`config.mk`:
```
export PLATFORM = sky130hd
export DESIGN_NAME = dirty_rect_tile_splitter_core
export DESIGN_NICKNAME = d
export VERILOG_FILES = /design/src/hw/rtl/dts_pkg.sv /design/src/hw/rtl/dts_divider.sv /design/src/hw/rtl/dts_datapath.sv /design/src/hw/rtl/dts_ctrl.sv /design/src/hw/rtl/dirty_rect_tile_splitter_core.sv
export SDC_FILE = /design/constraint.sdc
export NUM_CORES = 1
export LEC_CHECK = 0
export BUFFER_PORTS_ARGS = -buffer_cell sky130_fd_sc_hd__buf_2
export CAP_MARGIN = 20
export CORE_MARGIN = 3
export CORE_UTILIZATION = 31
export CTS_CLUSTER_SIZE = 10
export DETAILED_ROUTE_END_ITERATION = 8
export HOLD_SLACK_MARGIN = 0.06
export SETUP_SLACK_MARGIN = 0.05
export SLEW_MARGIN = 20
export SYNTH_ARGS = -nofsm -noshare
export SYNTH_HDL_FRONTEND = slang
export SYNTH_SLANG_ARGS = --single-unit
```
`constraint.sdc`:
```
create_clock -name clock -period 6.8 [get_ports clock]
set_input_delay 1.36 -clock clock [delete_from_list [all_inputs] [get_ports clock]]
set_output_delay 1.36 -clock clock [all_outputs]
set_load 0.01 [all_outputs]
```
`src/hw/rtl/dts_pkg.sv`:
```
// ----------------------------------------------------------------------------
// dts_pkg
// Shared types and constants of the dirty-rectangle tile splitter: payload
// structs, configuration struct, controller commands and states.
// ----------------------------------------------------------------------------
package dts_pkg;

   // coordinate and index widths
   localparam int CoordW    = 13;
   localparam int LeftW     = 12;
   localparam int TileW     = 11;
   localparam int GridW     = 7;
   localparam int OffsetW   = 10;
   localparam int IndexW    = 6;
   localparam int RowBaseW  = CoordW + GridW;
   localparam int IdxFullW  = RowBaseW + 1;
   localparam int CountW    = 7;
   localparam int CsrIndexW = 2;
   localparam int CsrDataW  = 11;

   // walk position can step one tile past the last 13-bit coordinate
   localparam int WalkW     = CoordW + 1;

   // most results one rectangle may produce
   localparam logic [CountW-1:0] RESULT_CAP = 7'd64;

   // largest tile edge
   localparam logic [TileW-1:0] TILE_MAX = 11'd1024;

   // result status codes
   localparam logic [1:0] STATUS_TILE    = 2'd0;
   localparam logic [1:0] STATUS_OUTSIDE = 2'd1;
   localparam logic [1:0] STATUS_EMPTY   = 2'd2;

   // configuration register indexes
   localparam logic [CsrIndexW-1:0] CSR_TILE_EDGE    = 2'd0;
   localparam logic [CsrIndexW-1:0] CSR_GRID_COLUMNS = 2'd1;
   localparam logic [CsrIndexW-1:0] CSR_GRID_ROWS    = 2'd2;
   localparam logic [CsrIndexW-1:0] CSR_WHOLE_TILE   = 2'd3;

   typedef struct packed {
      logic [11:0] rect_left;
      logic [11:0] rect_top;
      logic [12:0] rect_right;
      logic [12:0] rect_bottom;
   } req_type;

   typedef struct packed {
      logic [5:0]  tile_index;
      logic [9:0]  offset_x;
      logic [9:0]  offset_y;
      logic [10:0] span_width;
      logic [10:0] span_height;
      logic [1:0]  status;
      logic        last;
   } rsp_type;

   // configuration as seen by the datapath (tile size already clamped)
   typedef struct packed {
      logic [TileW-1:0] tile_edge;
      logic [GridW-1:0] grid_columns;
      logic [GridW-1:0] grid_rows;
      logic             whole_tile_mode;
   } cfg_type;

   // controller to datapath
   typedef struct packed {
      logic accept;
      logic load_empty;
      logic div_start;
      logic setup;
      logic load_tile;
      logic load_outside;
      logic set_last;
   } cmd_type;

   // datapath to controller
   typedef struct packed {
      logic rect_empty;
      logic div_done;
      logic pos_end;
      logic pos_out;
      logic cap;
   } stat_type;

   typedef enum logic [2:0] {
      ST_IDLE,
      ST_DIVIDE,
      ST_FIRST,
      ST_WALK,
      ST_FINAL
   } state_type;

endpackage

```
`src/hw/rtl/dts_divider.sv`:
```
// ----------------------------------------------------------------------------
// dts_divider
// Two restoring dividers sharing one divisor, one quotient bit per cycle.
// Gives the start tile column and row of a rectangle and the remainders.
// ----------------------------------------------------------------------------
module dts_divider (
   input  logic                           clock,
   input  logic                           reset,
   input  logic                           start,
   input  logic [dts_pkg::LeftW-1:0]      dividend_a,
   input  logic [dts_pkg::LeftW-1:0]      dividend_b,
   input  logic [dts_pkg::TileW-1:0]      divisor,
   output logic [dts_pkg::LeftW-1:0]      quot_a,
   output logic [dts_pkg::LeftW-1:0]      quot_b,
   output logic [dts_pkg::LeftW-1:0]      rem_a,
   output logic [dts_pkg::LeftW-1:0]      rem_b,
   output logic                           done
);

   localparam int W    = dts_pkg::LeftW;
   localparam int CntW = $clog2(W);

   logic            busy_ff, busy_in;
   logic            done_ff, done_in;
   logic [CntW-1:0] cnt_ff, cnt_in;
   logic [W-1:0]    qa_ff, qa_in, qb_ff, qb_in;
   logic [W-1:0]    ra_ff, ra_in, rb_ff, rb_in;
   logic [W-1:0]    dv_ff, dv_in;

   logic [W-1:0]    ra_shift, rb_shift;
   logic            ra_ge, rb_ge;

   // one restoring step on both dividends
   always_comb begin
      ra_shift = {ra_ff[W-2:0], qa_ff[W-1]};
      rb_shift = {rb_ff[W-2:0], qb_ff[W-1]};
      ra_ge    = ra_shift >= dv_ff;
      rb_ge    = rb_shift >= dv_ff;
   end

   // step sequencing
   always_comb begin
      busy_in = busy_ff;
      done_in = 1'b0;
      cnt_in  = cnt_ff;
      qa_in   = qa_ff;
      qb_in   = qb_ff;
      ra_in   = ra_ff;
      rb_in   = rb_ff;
      dv_in   = dv_ff;
      if (start) begin
         busy_in = 1'b1;
         cnt_in  = CntW'(W - 1);
         qa_in   = dividend_a;
         qb_in   = dividend_b;
         ra_in   = '0;
         rb_in   = '0;
         dv_in   = W'(divisor);
      end else if (busy_ff) begin
         ra_in = ra_ge ? ra_shift - dv_ff : ra_shift;
         rb_in = rb_ge ? rb_shift - dv_ff : rb_shift;
         qa_in = {qa_ff[W-2:0], ra_ge};
         qb_in = {qb_ff[W-2:0], rb_ge};
         cnt_in = cnt_ff - 1'b1;
         if (cnt_ff == '0) begin
            busy_in = 1'b0;
            done_in = 1'b1;
         end
      end
   end

   always_ff @(posedge clock) begin
      if (reset) begin
         busy_ff <= 1'b0;
         done_ff <= 1'b0;
         cnt_ff  <= '0;
      end else begin
         busy_ff <= busy_in;
         done_ff <= done_in;
         cnt_ff  <= cnt_in;
      end
   end

   always_ff @(posedge clock) begin
      qa_ff <= qa_in;
      qb_ff <= qb_in;
      ra_ff <= ra_in;
      rb_ff <= rb_in;
      dv_ff <= dv_in;
   end

   assign quot_a = qa_ff;
   assign quot_b = qb_ff;
   assign rem_a  = ra_ff;
   assign rem_b  = rb_ff;
   assign done   = done_ff;

endmodule

```
`src/hw/rtl/dts_datapath.sv`:
```
// ----------------------------------------------------------------------------
// dts_datapath
// Walk position, tile bounds, clipping and the result register. Driven by
// commands from the controller; reports walk status back.
// ----------------------------------------------------------------------------
module dts_datapath #(
   parameter int MAX_TILES = 64
) (
   input  logic                clock,
   input  logic                reset,
   input  dts_pkg::cfg_type    cfg,
   input  dts_pkg::req_type    req_data,
   input  dts_pkg::cmd_type    cmd,
   output dts_pkg::stat_type   stat,
   output dts_pkg::rsp_type    rsp_data
);

   localparam int CW = dts_pkg::WalkW;
   localparam int RW = dts_pkg::RowBaseW;
   localparam int IW = dts_pkg::IdxFullW;
   localparam int NW = dts_pkg::CountW;

   // rectangle registers
   logic [CW-1:0] left_ff, top_ff, right_ff, bottom_ff;
   // walk registers
   logic [CW-1:0] x_ff, x_in, y_ff, y_in;
   logic [CW-1:0] col_ff, col_in, row_ff, row_in;
   logic [CW-1:0] tx_ff, tx_in, ty_ff, ty_in;
   logic [CW-1:0] col0_ff, col0_in, tx0_ff, tx0_in;
   logic [RW-1:0] rbase_ff, rbase_in;
   logic [NW-1:0] count_ff, count_in;
   dts_pkg::rsp_type rsp_ff, rsp_in;

   // divider
   logic [dts_pkg::LeftW-1:0] quot_a, quot_b, rem_a, rem_b;
   logic                      div_done;

   dts_divider u_div (
      .clock      (clock),
      .reset      (reset),
      .start      (cmd.div_start),
      .dividend_a (req_data.rect_left),
      .dividend_b (req_data.rect_top),
      .divisor    (cfg.tile_edge),
      .quot_a     (quot_a),
      .quot_b     (quot_b),
      .rem_a      (rem_a),
      .rem_b      (rem_b),
      .done       (div_done)
   );

   // tile geometry at the current position
   logic [CW-1:0] ts, tr, tb;
   logic [CW-1:0] ox, oy, w_rect, h_rect, w_tile, h_tile, w, h;
   logic [IW-1:0] idx_full;

   always_comb begin
      ts       = CW'(cfg.tile_edge);
      tr       = tx_ff + ts;
      tb       = ty_ff + ts;
      ox       = x_ff - tx_ff;
      oy       = y_ff - ty_ff;
      w_rect   = right_ff - x_ff;
      h_rect   = bottom_ff - y_ff;
      w_tile   = tr - x_ff;
      h_tile   = tb - y_ff;
      w        = (w_tile < w_rect) ? w_tile : w_rect;
      h        = (h_tile < h_rect) ? h_tile : h_rect;
      idx_full = IW'(rbase_ff) + IW'(col_ff);
   end

   // status to controller
   always_comb begin
      stat.rect_empty = ({1'b0, req_data.rect_left} >= req_data.rect_right) ||
                        ({1'b0, req_data.rect_top} >= req_data.rect_bottom);
      stat.div_done   = div_done;
      stat.pos_end    = y_ff >= bottom_ff;
      stat.pos_out    = (col_ff >= CW'(cfg.grid_columns)) ||
                        (row_ff >= CW'(cfg.grid_rows)) ||
                        (idx_full >= IW'(MAX_TILES));
      stat.cap        = count_ff == dts_pkg::RESULT_CAP;
   end

   // walk update
   always_comb begin
      x_in     = x_ff;
      y_in     = y_ff;
      col_in   = col_ff;
      row_in   = row_ff;
      tx_in    = tx_ff;
      ty_in    = ty_ff;
      col0_in  = col0_ff;
      tx0_in   = tx0_ff;
      rbase_in = rbase_ff;
      count_in = count_ff;
      if (cmd.setup) begin
         col0_in  = CW'(quot_a);
         tx0_in   = left_ff - CW'(rem_a);
         col_in   = CW'(quot_a);
         row_in   = CW'(quot_b);
         tx_in    = left_ff - CW'(rem_a);
         ty_in    = top_ff - CW'(rem_b);
         x_in     = left_ff;
         y_in     = top_ff;
         rbase_in = RW'(quot_b) * RW'(cfg.grid_columns);
         count_in = '0;
      end else if (cmd.load_tile) begin
         count_in = count_ff + 1'b1;
         if (right_ff <= tr) begin
            // next tile row, back to the left edge
            x_in     = left_ff;
            col_in   = col0_ff;
            tx_in    = tx0_ff;
            y_in     = tb;
            ty_in    = tb;
            row_in   = row_ff + 1'b1;
            rbase_in = rbase_ff + RW'(cfg.grid_columns);
         end else begin
            x_in   = tr;
            tx_in  = tr;
            col_in = col_ff + 1'b1;
         end
      end
   end

   // result register
   always_comb begin
      rsp_in = rsp_ff;
      if (cmd.load_empty) begin
         rsp_in        = '0;
         rsp_in.status = dts_pkg::STATUS_EMPTY;
         rsp_in.last   = 1'b1;
      end else if (cmd.load_outside) begin
         rsp_in        = '0;
         rsp_in.status = dts_pkg::STATUS_OUTSIDE;
         rsp_in.last   = 1'b1;
      end else if (cmd.load_tile) begin
         rsp_in.tile_index = idx_full[dts_pkg::IndexW-1:0];
         rsp_in.status     = dts_pkg::STATUS_TILE;
         rsp_in.last       = 1'b0;
         if (cfg.whole_tile_mode) begin
            rsp_in.offset_x    = '0;
            rsp_in.offset_y    = '0;
            rsp_in.span_width  = cfg.tile_edge;
            rsp_in.span_height = cfg.tile_edge;
         end else begin
            rsp_in.offset_x    = ox[dts_pkg::OffsetW-1:0];
            rsp_in.offset_y    = oy[dts_pkg::OffsetW-1:0];
            rsp_in.span_width  = w[dts_pkg::TileW-1:0];
            rsp_in.span_height = h[dts_pkg::TileW-1:0];
         end
      end else if (cmd.set_last) begin
         rsp_in.last = 1'b1;
      end
   end

   always_ff @(posedge clock) begin
      if (cmd.accept) begin
         left_ff   <= CW'(req_data.rect_left);
         top_ff    <= CW'(req_data.rect_top);
         right_ff  <= CW'(req_data.rect_right);
         bottom_ff <= CW'(req_data.rect_bottom);
      end
      x_ff     <= x_in;
      y_ff     <= y_in;
      col_ff   <= col_in;
      row_ff   <= row_in;
      tx_ff    <= tx_in;
      ty_ff    <= ty_in;
      col0_ff  <= col0_in;
      tx0_ff   <= tx0_in;
      rbase_ff <= rbase_in;
      rsp_ff   <= rsp_in;
   end

   always_ff @(posedge clock) begin
      if (reset) begin
         count_ff <= '0;
      end else begin
         count_ff <= count_in;
      end
   end

   assign rsp_data = rsp_ff;

endmodule

```
`src/hw/rtl/dts_ctrl.sv`:
```
// ----------------------------------------------------------------------------
// dts_ctrl
// Controller state machine: accepts a rectangle, runs the divider, steps the
// tile walk and decides which result closes the rectangle.
// ----------------------------------------------------------------------------
module dts_ctrl (
   input  logic                clock,
   input  logic                reset,
   input  logic                req_valid,
   output logic                req_ready,
   output logic                rsp_valid,
   input  logic                rsp_ready,
   input  dts_pkg::stat_type   stat,
   output dts_pkg::cmd_type    cmd
);

   dts_pkg::state_type state_ff, state_in;
   logic               stop;

   // walk ends here: bottom reached, or result limit hit
   assign stop = stat.pos_end || stat.cap;

   // next state
   always_comb begin
      state_in = state_ff;
      unique case (state_ff)
         dts_pkg::ST_IDLE: begin
            if (req_valid) begin
               state_in = stat.rect_empty ? dts_pkg::ST_FINAL : dts_pkg::ST_DIVIDE;
            end
         end
         dts_pkg::ST_DIVIDE: begin
            if (stat.div_done) begin
               state_in = dts_pkg::ST_FIRST;
            end
         end
         dts_pkg::ST_FIRST: begin
            state_in = stat.pos_out ? dts_pkg::ST_FINAL : dts_pkg::ST_WALK;
         end
         dts_pkg::ST_WALK: begin
            if (stop) begin
               state_in = dts_pkg::ST_FINAL;
            end else if (rsp_ready && stat.pos_out) begin
               state_in = dts_pkg::ST_FINAL;
            end
         end
         dts_pkg::ST_FINAL: begin
            if (rsp_ready) begin
               state_in = dts_pkg::ST_IDLE;
            end
         end
         default: state_in = dts_pkg::ST_IDLE;
      endcase
   end

   // outputs
   always_comb begin
      cmd       = '0;
      req_ready = 1'b0;
      rsp_valid = 1'b0;
      unique case (state_ff)
         dts_pkg::ST_IDLE: begin
            req_ready = 1'b1;
            if (req_valid) begin
               cmd.accept     = 1'b1;
               cmd.load_empty = stat.rect_empty;
               cmd.div_start  = !stat.rect_empty;
            end
         end
         dts_pkg::ST_DIVIDE: begin
            cmd.setup = stat.div_done;
         end
         dts_pkg::ST_FIRST: begin
            cmd.load_outside = stat.pos_out;
            cmd.load_tile    = !stat.pos_out;
         end
         dts_pkg::ST_WALK: begin
            // pending tile goes out unless it is the closing one
            if (stop) begin
               cmd.set_last = 1'b1;
            end else begin
               rsp_valid = 1'b1;
               if (rsp_ready) begin
                  cmd.load_outside = stat.pos_out;
                  cmd.load_tile    = !stat.pos_out;
               end
            end
         end
         dts_pkg::ST_FINAL: begin
            rsp_valid = 1'b1;
         end
         default: begin
            cmd = '0;
         end
      endcase
   end

   always_ff @(posedge clock) begin
      if (reset) begin
         state_ff <= dts_pkg::ST_IDLE;
      end else begin
         state_ff <= state_in;
      end
   end

endmodule

```
`src/hw/rtl/dirty_rect_tile_splitter_core.sv`:
```
// ----------------------------------------------------------------------------
// dirty_rect_tile_splitter_core
// Splits an updated rectangle into per-tile sub-updates over a grid of square tiles.
// Empty rectangle: one result, valid in the cycle after acceptance.
// Otherwise: start-tile division, a setup step and a first-tile step,
// then one result per cycle while rsp_ready is high, and a closing step.
// The next rectangle is accepted once the closing result has been taken.
// Reset (synchronous, active high): idle, registers at 128 / 1 / 1 / 0.
// ----------------------------------------------------------------------------
module dirty_rect_tile_splitter_core #(
   parameter int MAX_TILES = 64
) (
   input  logic                                clock,
   input  logic                                reset,
   input  logic                                req_valid,
   output logic                                req_ready,
   input  dts_pkg::req_type                    req_data,
   output logic                                rsp_valid,
   input  logic                                rsp_ready,
   output dts_pkg::rsp_type                    rsp_data,
   input  logic                                csr_we,
   input  logic [dts_pkg::CsrIndexW-1:0]       csr_index,
   input  logic [dts_pkg::CsrDataW-1:0]        csr_wdata
);

   // configuration registers
   logic [dts_pkg::TileW-1:0] tile_edge_ff;
   logic [dts_pkg::GridW-1:0] grid_columns_ff;
   logic [dts_pkg::GridW-1:0] grid_rows_ff;
   logic                      whole_tile_ff;

   always_ff @(posedge clock) begin
      if (reset) begin
         tile_edge_ff    <= 11'd128;
         grid_columns_ff <= 7'd1;
         grid_rows_ff    <= 7'd1;
         whole_tile_ff   <= 1'b0;
      end else if (csr_we) begin
         unique case (csr_index)
            dts_pkg::CSR_TILE_EDGE:    tile_edge_ff    <= csr_wdata;
            dts_pkg::CSR_GRID_COLUMNS: grid_columns_ff <= csr_wdata[dts_pkg::GridW-1:0];
            dts_pkg::CSR_GRID_ROWS:    grid_rows_ff    <= csr_wdata[dts_pkg::GridW-1:0];
            dts_pkg::CSR_WHOLE_TILE:   whole_tile_ff   <= csr_wdata[0];
            default: ;
         endcase
      end
   end

   // clamp tile size to 1..1024
   dts_pkg::cfg_type cfg;

   always_comb begin
      if (tile_edge_ff == '0) begin
         cfg.tile_edge = dts_pkg::TileW'(1);
      end else if (tile_edge_ff > dts_pkg::TILE_MAX) begin
         cfg.tile_edge = dts_pkg::TILE_MAX;
      end else begin
         cfg.tile_edge = tile_edge_ff;
      end
      cfg.grid_columns    = grid_columns_ff;
      cfg.grid_rows       = grid_rows_ff;
      cfg.whole_tile_mode = whole_tile_ff;
   end

   dts_pkg::cmd_type  cmd;
   dts_pkg::stat_type stat;

   dts_ctrl u_ctrl (
      .clock     (clock),
      .reset     (reset),
      .req_valid (req_valid),
      .req_ready (req_ready),
      .rsp_valid (rsp_valid),
      .rsp_ready (rsp_ready),
      .stat      (stat),
      .cmd       (cmd)
   );

   dts_datapath #(
      .MAX_TILES (MAX_TILES)
   ) u_dp (
      .clock    (clock),
      .reset    (reset),
      .cfg      (cfg),
      .req_data (req_data),
      .cmd      (cmd),
      .stat     (stat),
      .rsp_data (rsp_data)
   );

endmodule
```
==> impl_metrics.tcl <==
set metrics [dict create \
    post_cts_buffers 0 \
    synth_nets 3088 \
    r2r-end "u_dp.rsp_data[5]" \
    cap_viol_max_count 0 \
    switchingPower_uw 2550 \
    synthArstFlopShare_pct 0 \
    synth_top_family_by_area "adder cells" \
    start_kind "flop" \
    yosysMostFrequentCell "ha_1" \
    synth_xor_area_share_pct 6.21 \
    grt_use_met2_pct 27.0 \
    synth-seq-cells 331 \
    synth.avg_cell_area_um2 9.32 \
    cell_internal_pwr_uw 4700 \
    grt_max_degree 68 \
    period_needed_ps 6090 \
    via_per_inst 5.14 \
    hold_class "flop to flop" \
    yosys.area.top_type_share_pct 25.1 \
    gp_congestion 0.914 \
    clk_pin_slew_ps 60 \
    ys_types 83 \
    status "completed" \
    synth_compound_area_share_pct 15.5 \
    hold_path_depth 2 \
    nNetsFinal 3190 \
    cp_data_arrival_time_ps 6630 \
    cts_tree "built" \
    power_density_nw_per_um2 258 \
    clkPwrFrac_pct 30.9 \
    coreArea_um2 79400 \
    via_count 19900 \
    initial_utilization_pct 31.4 \
    wl_um 75000 \
    synth_fa_ha_area_share_pct 19.0 \
    clk_path_buf_depth 3 \
    cts_resized 0 \
    r2r_setup_slack_ps 710 \
    hold_violations 0 \
    tightest_slew_ps 1030 \
    slew-limit-headroom_pct 31.0 \
    crit_start "tile_edge_ff[10]" \
    r2r_start "tile_edge_ff[10]" \
    dp_hpwl_um 59300 \
    cp.required_ps 7330 \
    drt-wirelength-per-cell_um 19.4 \
    fp.dieH_um 290 \
    insertion_delay_ps 600 \
    setup_viol 0 \
    clockRootBuffer "clkbuf_16" \
    power_frac_seq_pct 35.5 \
    cts.sinks 331 \
    htree_levels 2 \
    final.period_utilization_pct 89.6 \
    reg2reg_depth 23 \
    synth_edf_count 209 \
    synthMuxAreaShare_pct 3.51 \
    drv_slew 0 \
    synth_area_um2 25000 \
    timing.fmax_mhz 164 \
    io_pins 121 \
    ys_warn_count 0 \
    grt_util_all_layers_pct 17.5 \
    grt_util_met3_pct 3.50 \
    port_buffers 120 \
    p_leak_uw 0.0122 \
    combPwrFrac_pct 33.6 \
    grt_pass1_wl_um 112000 \
    endpoint "u_dp.rsp_data[5]" \
    postRouteAntennaNets 0 \
    grt-ovfl-total 0 \
    postSynthCellCount 2679 \
    antenna_found_initial 7 \
    ys_seq_area_share_pct 34.9 \
    path_class "flop to flop" \
    finish.utilization_pct 35.4 \
    rows 103 \
    cts_inserted_buffers 42 \
    skew_ps 52.8 \
    die_x_um 290 \
    crit_path_end_kind "flop" \
    synth_top_cells_by_area "edfxtp_1, ha_1, dfxtp_1" \
    hold_slack_ps 448 \
    crit_path_max_fanout 19 \
    drc 0 \
    cts-hold-fix-buffers 0 \
    p_sw_share_pct 35.2 \
    rsz0062_at_grt "false" \
    synthSimpleGateAreaFrac_pct 15.6 \
    irDropWorstVdd_uv 161 \
    grt-busiest-layer "met2" \
    use_met1_pct 25.1 \
    drive_above_1_share_pct 9.67 \
    drt-initial-drc-count 1570 \
    synth_top_area_cell "edfxtp_1" \
    area_growth_pct 12.7 \
    design.die.area_um2 83900 \
    min_from "u_dp.rsp_data[35]" \
    drt-pass1-iter-count 5 \
    fin_tns_setup_ps 0 \
    grt_pass1_vias 19100 \
    ys_top_cells_by_count "ha_1, inv_1, nand2_1" \
    ys.flop_type "edfxtp_1" \
]
==> cell families (layout without fill, tap and decap cells) <==
| group | after synthesis | in the layout |
|---|---|---|
| buffers and inverters | 340 | 475 |
| DFF | 331 | 331 |
| muxes | 83 | 83 |
| xor gates and xnor gates | 177 | 177 |
| and+or+nand+nor | 820 | 820 |
| AOI/OAI and AO/OA | 586 | 586 |
| other | 1 | 3 |
| adders and majority gates | 341 | 341 |
==> registers in the layout, indices dropped and copies added, names as in the netlist, 13 cells and up <==
signal and cells:
u_dp.rsp_data 51, u_dp.rbase_ff 20, u_dp.col_ff 14, u_dp.row_ff 14, u_dp.tx_ff 14, u_dp.ty_ff 14, u_dp.x_ff 14, u_dp.y_ff 14
u_dp.bottom_ff 13, u_dp.right_ff 13, u_dp.tx0_ff 13
==> worst max-delay path: stages, from the launching register on <==
cell and delay [ps]:
dfxtp_1 670, nor2_1 220, ha_1 260, fa_1 410, a21o_1 180, a21oi_1 220
nor2b_1 80, o21a_1 190, o41ai_1 440, xor2_1 310, inv_1 90, ha_1 320
a31o_2 210, a21o_1 190, a21o_1 190, a21oi_1 170, xnor2_1 150, ha_1 270
a211oi_1 210, o21ai_0 150, a21o_1 400, and2_1 260, o31ai_1 280, a22o_1 170
==> cells in the final DEF (no fill, tap or decap), types with 14 or more instances in the layout <==
| cell | n |
|---|---|
| nor3_1 | 64 |
| nand2_1 | 240 |
| nand2b_1 | 27 |
| buf_4 | 26 |
| xor2_1 | 68 |
| inv_1 | 251 |
| o21ai_0 | 151 |
| a21o_1 | 61 |
| a21oi_1 | 120 |
| mux2_2 | 36 |
| o21bai_1 | 14 |
| nor2_1 | 214 |
| o211ai_1 | 20 |
| a31oi_1 | 24 |
| o21a_1 | 25 |
| and3_1 | 24 |
| mux2i_1 | 47 |
| a211oi_1 | 36 |
| a32o_1 | 18 |
| or3_1 | 21 |
| buf_2 | 120 |
| nor2b_1 | 41 |
| dfxtp_1 | 121 |
| nand3_1 | 71 |
| clkbuf_1 | 21 |
| and2_1 | 43 |
| nand4_1 | 23 |
| fa_1 | 63 |
| ha_1 | 278 |
| edfxtp_1 | 209 |
| clkbuf_16 | 46 |
| xnor2_1 | 109 |
==> routing by layer <==
metal,up-vias,wire length (um)
met5,-,0
met4,0,1780
li1,9752,-
met2,559,31900
met1,9457,35700
met3,95,5660
==> worst min path at each step <==
stage	end
after detailed placement	u_dp.rsp_data[28]
final	u_dp.rsp_data[35]
after global placement	u_dp.rsp_data[35]
after CTS	u_dp.rsp_data[28]
after floorplan	u_dp.row_ff[13]
after global routing	u_dp.rsp_data[27]
==> per-stage QoR <==
stage	total power [uW]	instances	instance area, um2	worst slack, ps
2_1_floorplan	4400	2679	25000	107
3_3_place_gp	5000	3787	26700	629
3_5_place_dp	5020	3787	26700	618
4_1_cts	7280	3864	28100	596
5_1_grt	7700	3864	28100	214
6_report	7250	3866	28100	706
==> final cells by class <==
cell class              count  area [um2]
fillers                  8192       51300
multi-input cells        2008       15000
flip-flops and latches    331        8720
well taps                1050        1310
clock buffers              70        1270
inverters                 252         948
repair buffers            146         796
clock inverters             7        85.1
diodes                      2        5.00
==> power by group through the flow <==
stage / logic (uW) / clock network (uW) / registers, uW
after floorplan: 1900 / 0 / 2500
after global placement: 2390 / 0 / 2610
after detailed placement: 2410 / 0 / 2610
after CTS: 2420 / 2280 / 2570
after global routing: 2750 / 2360 / 2590
final: 2440 / 2240 / 2570
No activity file was read; power rests on OpenSTA's default activity.
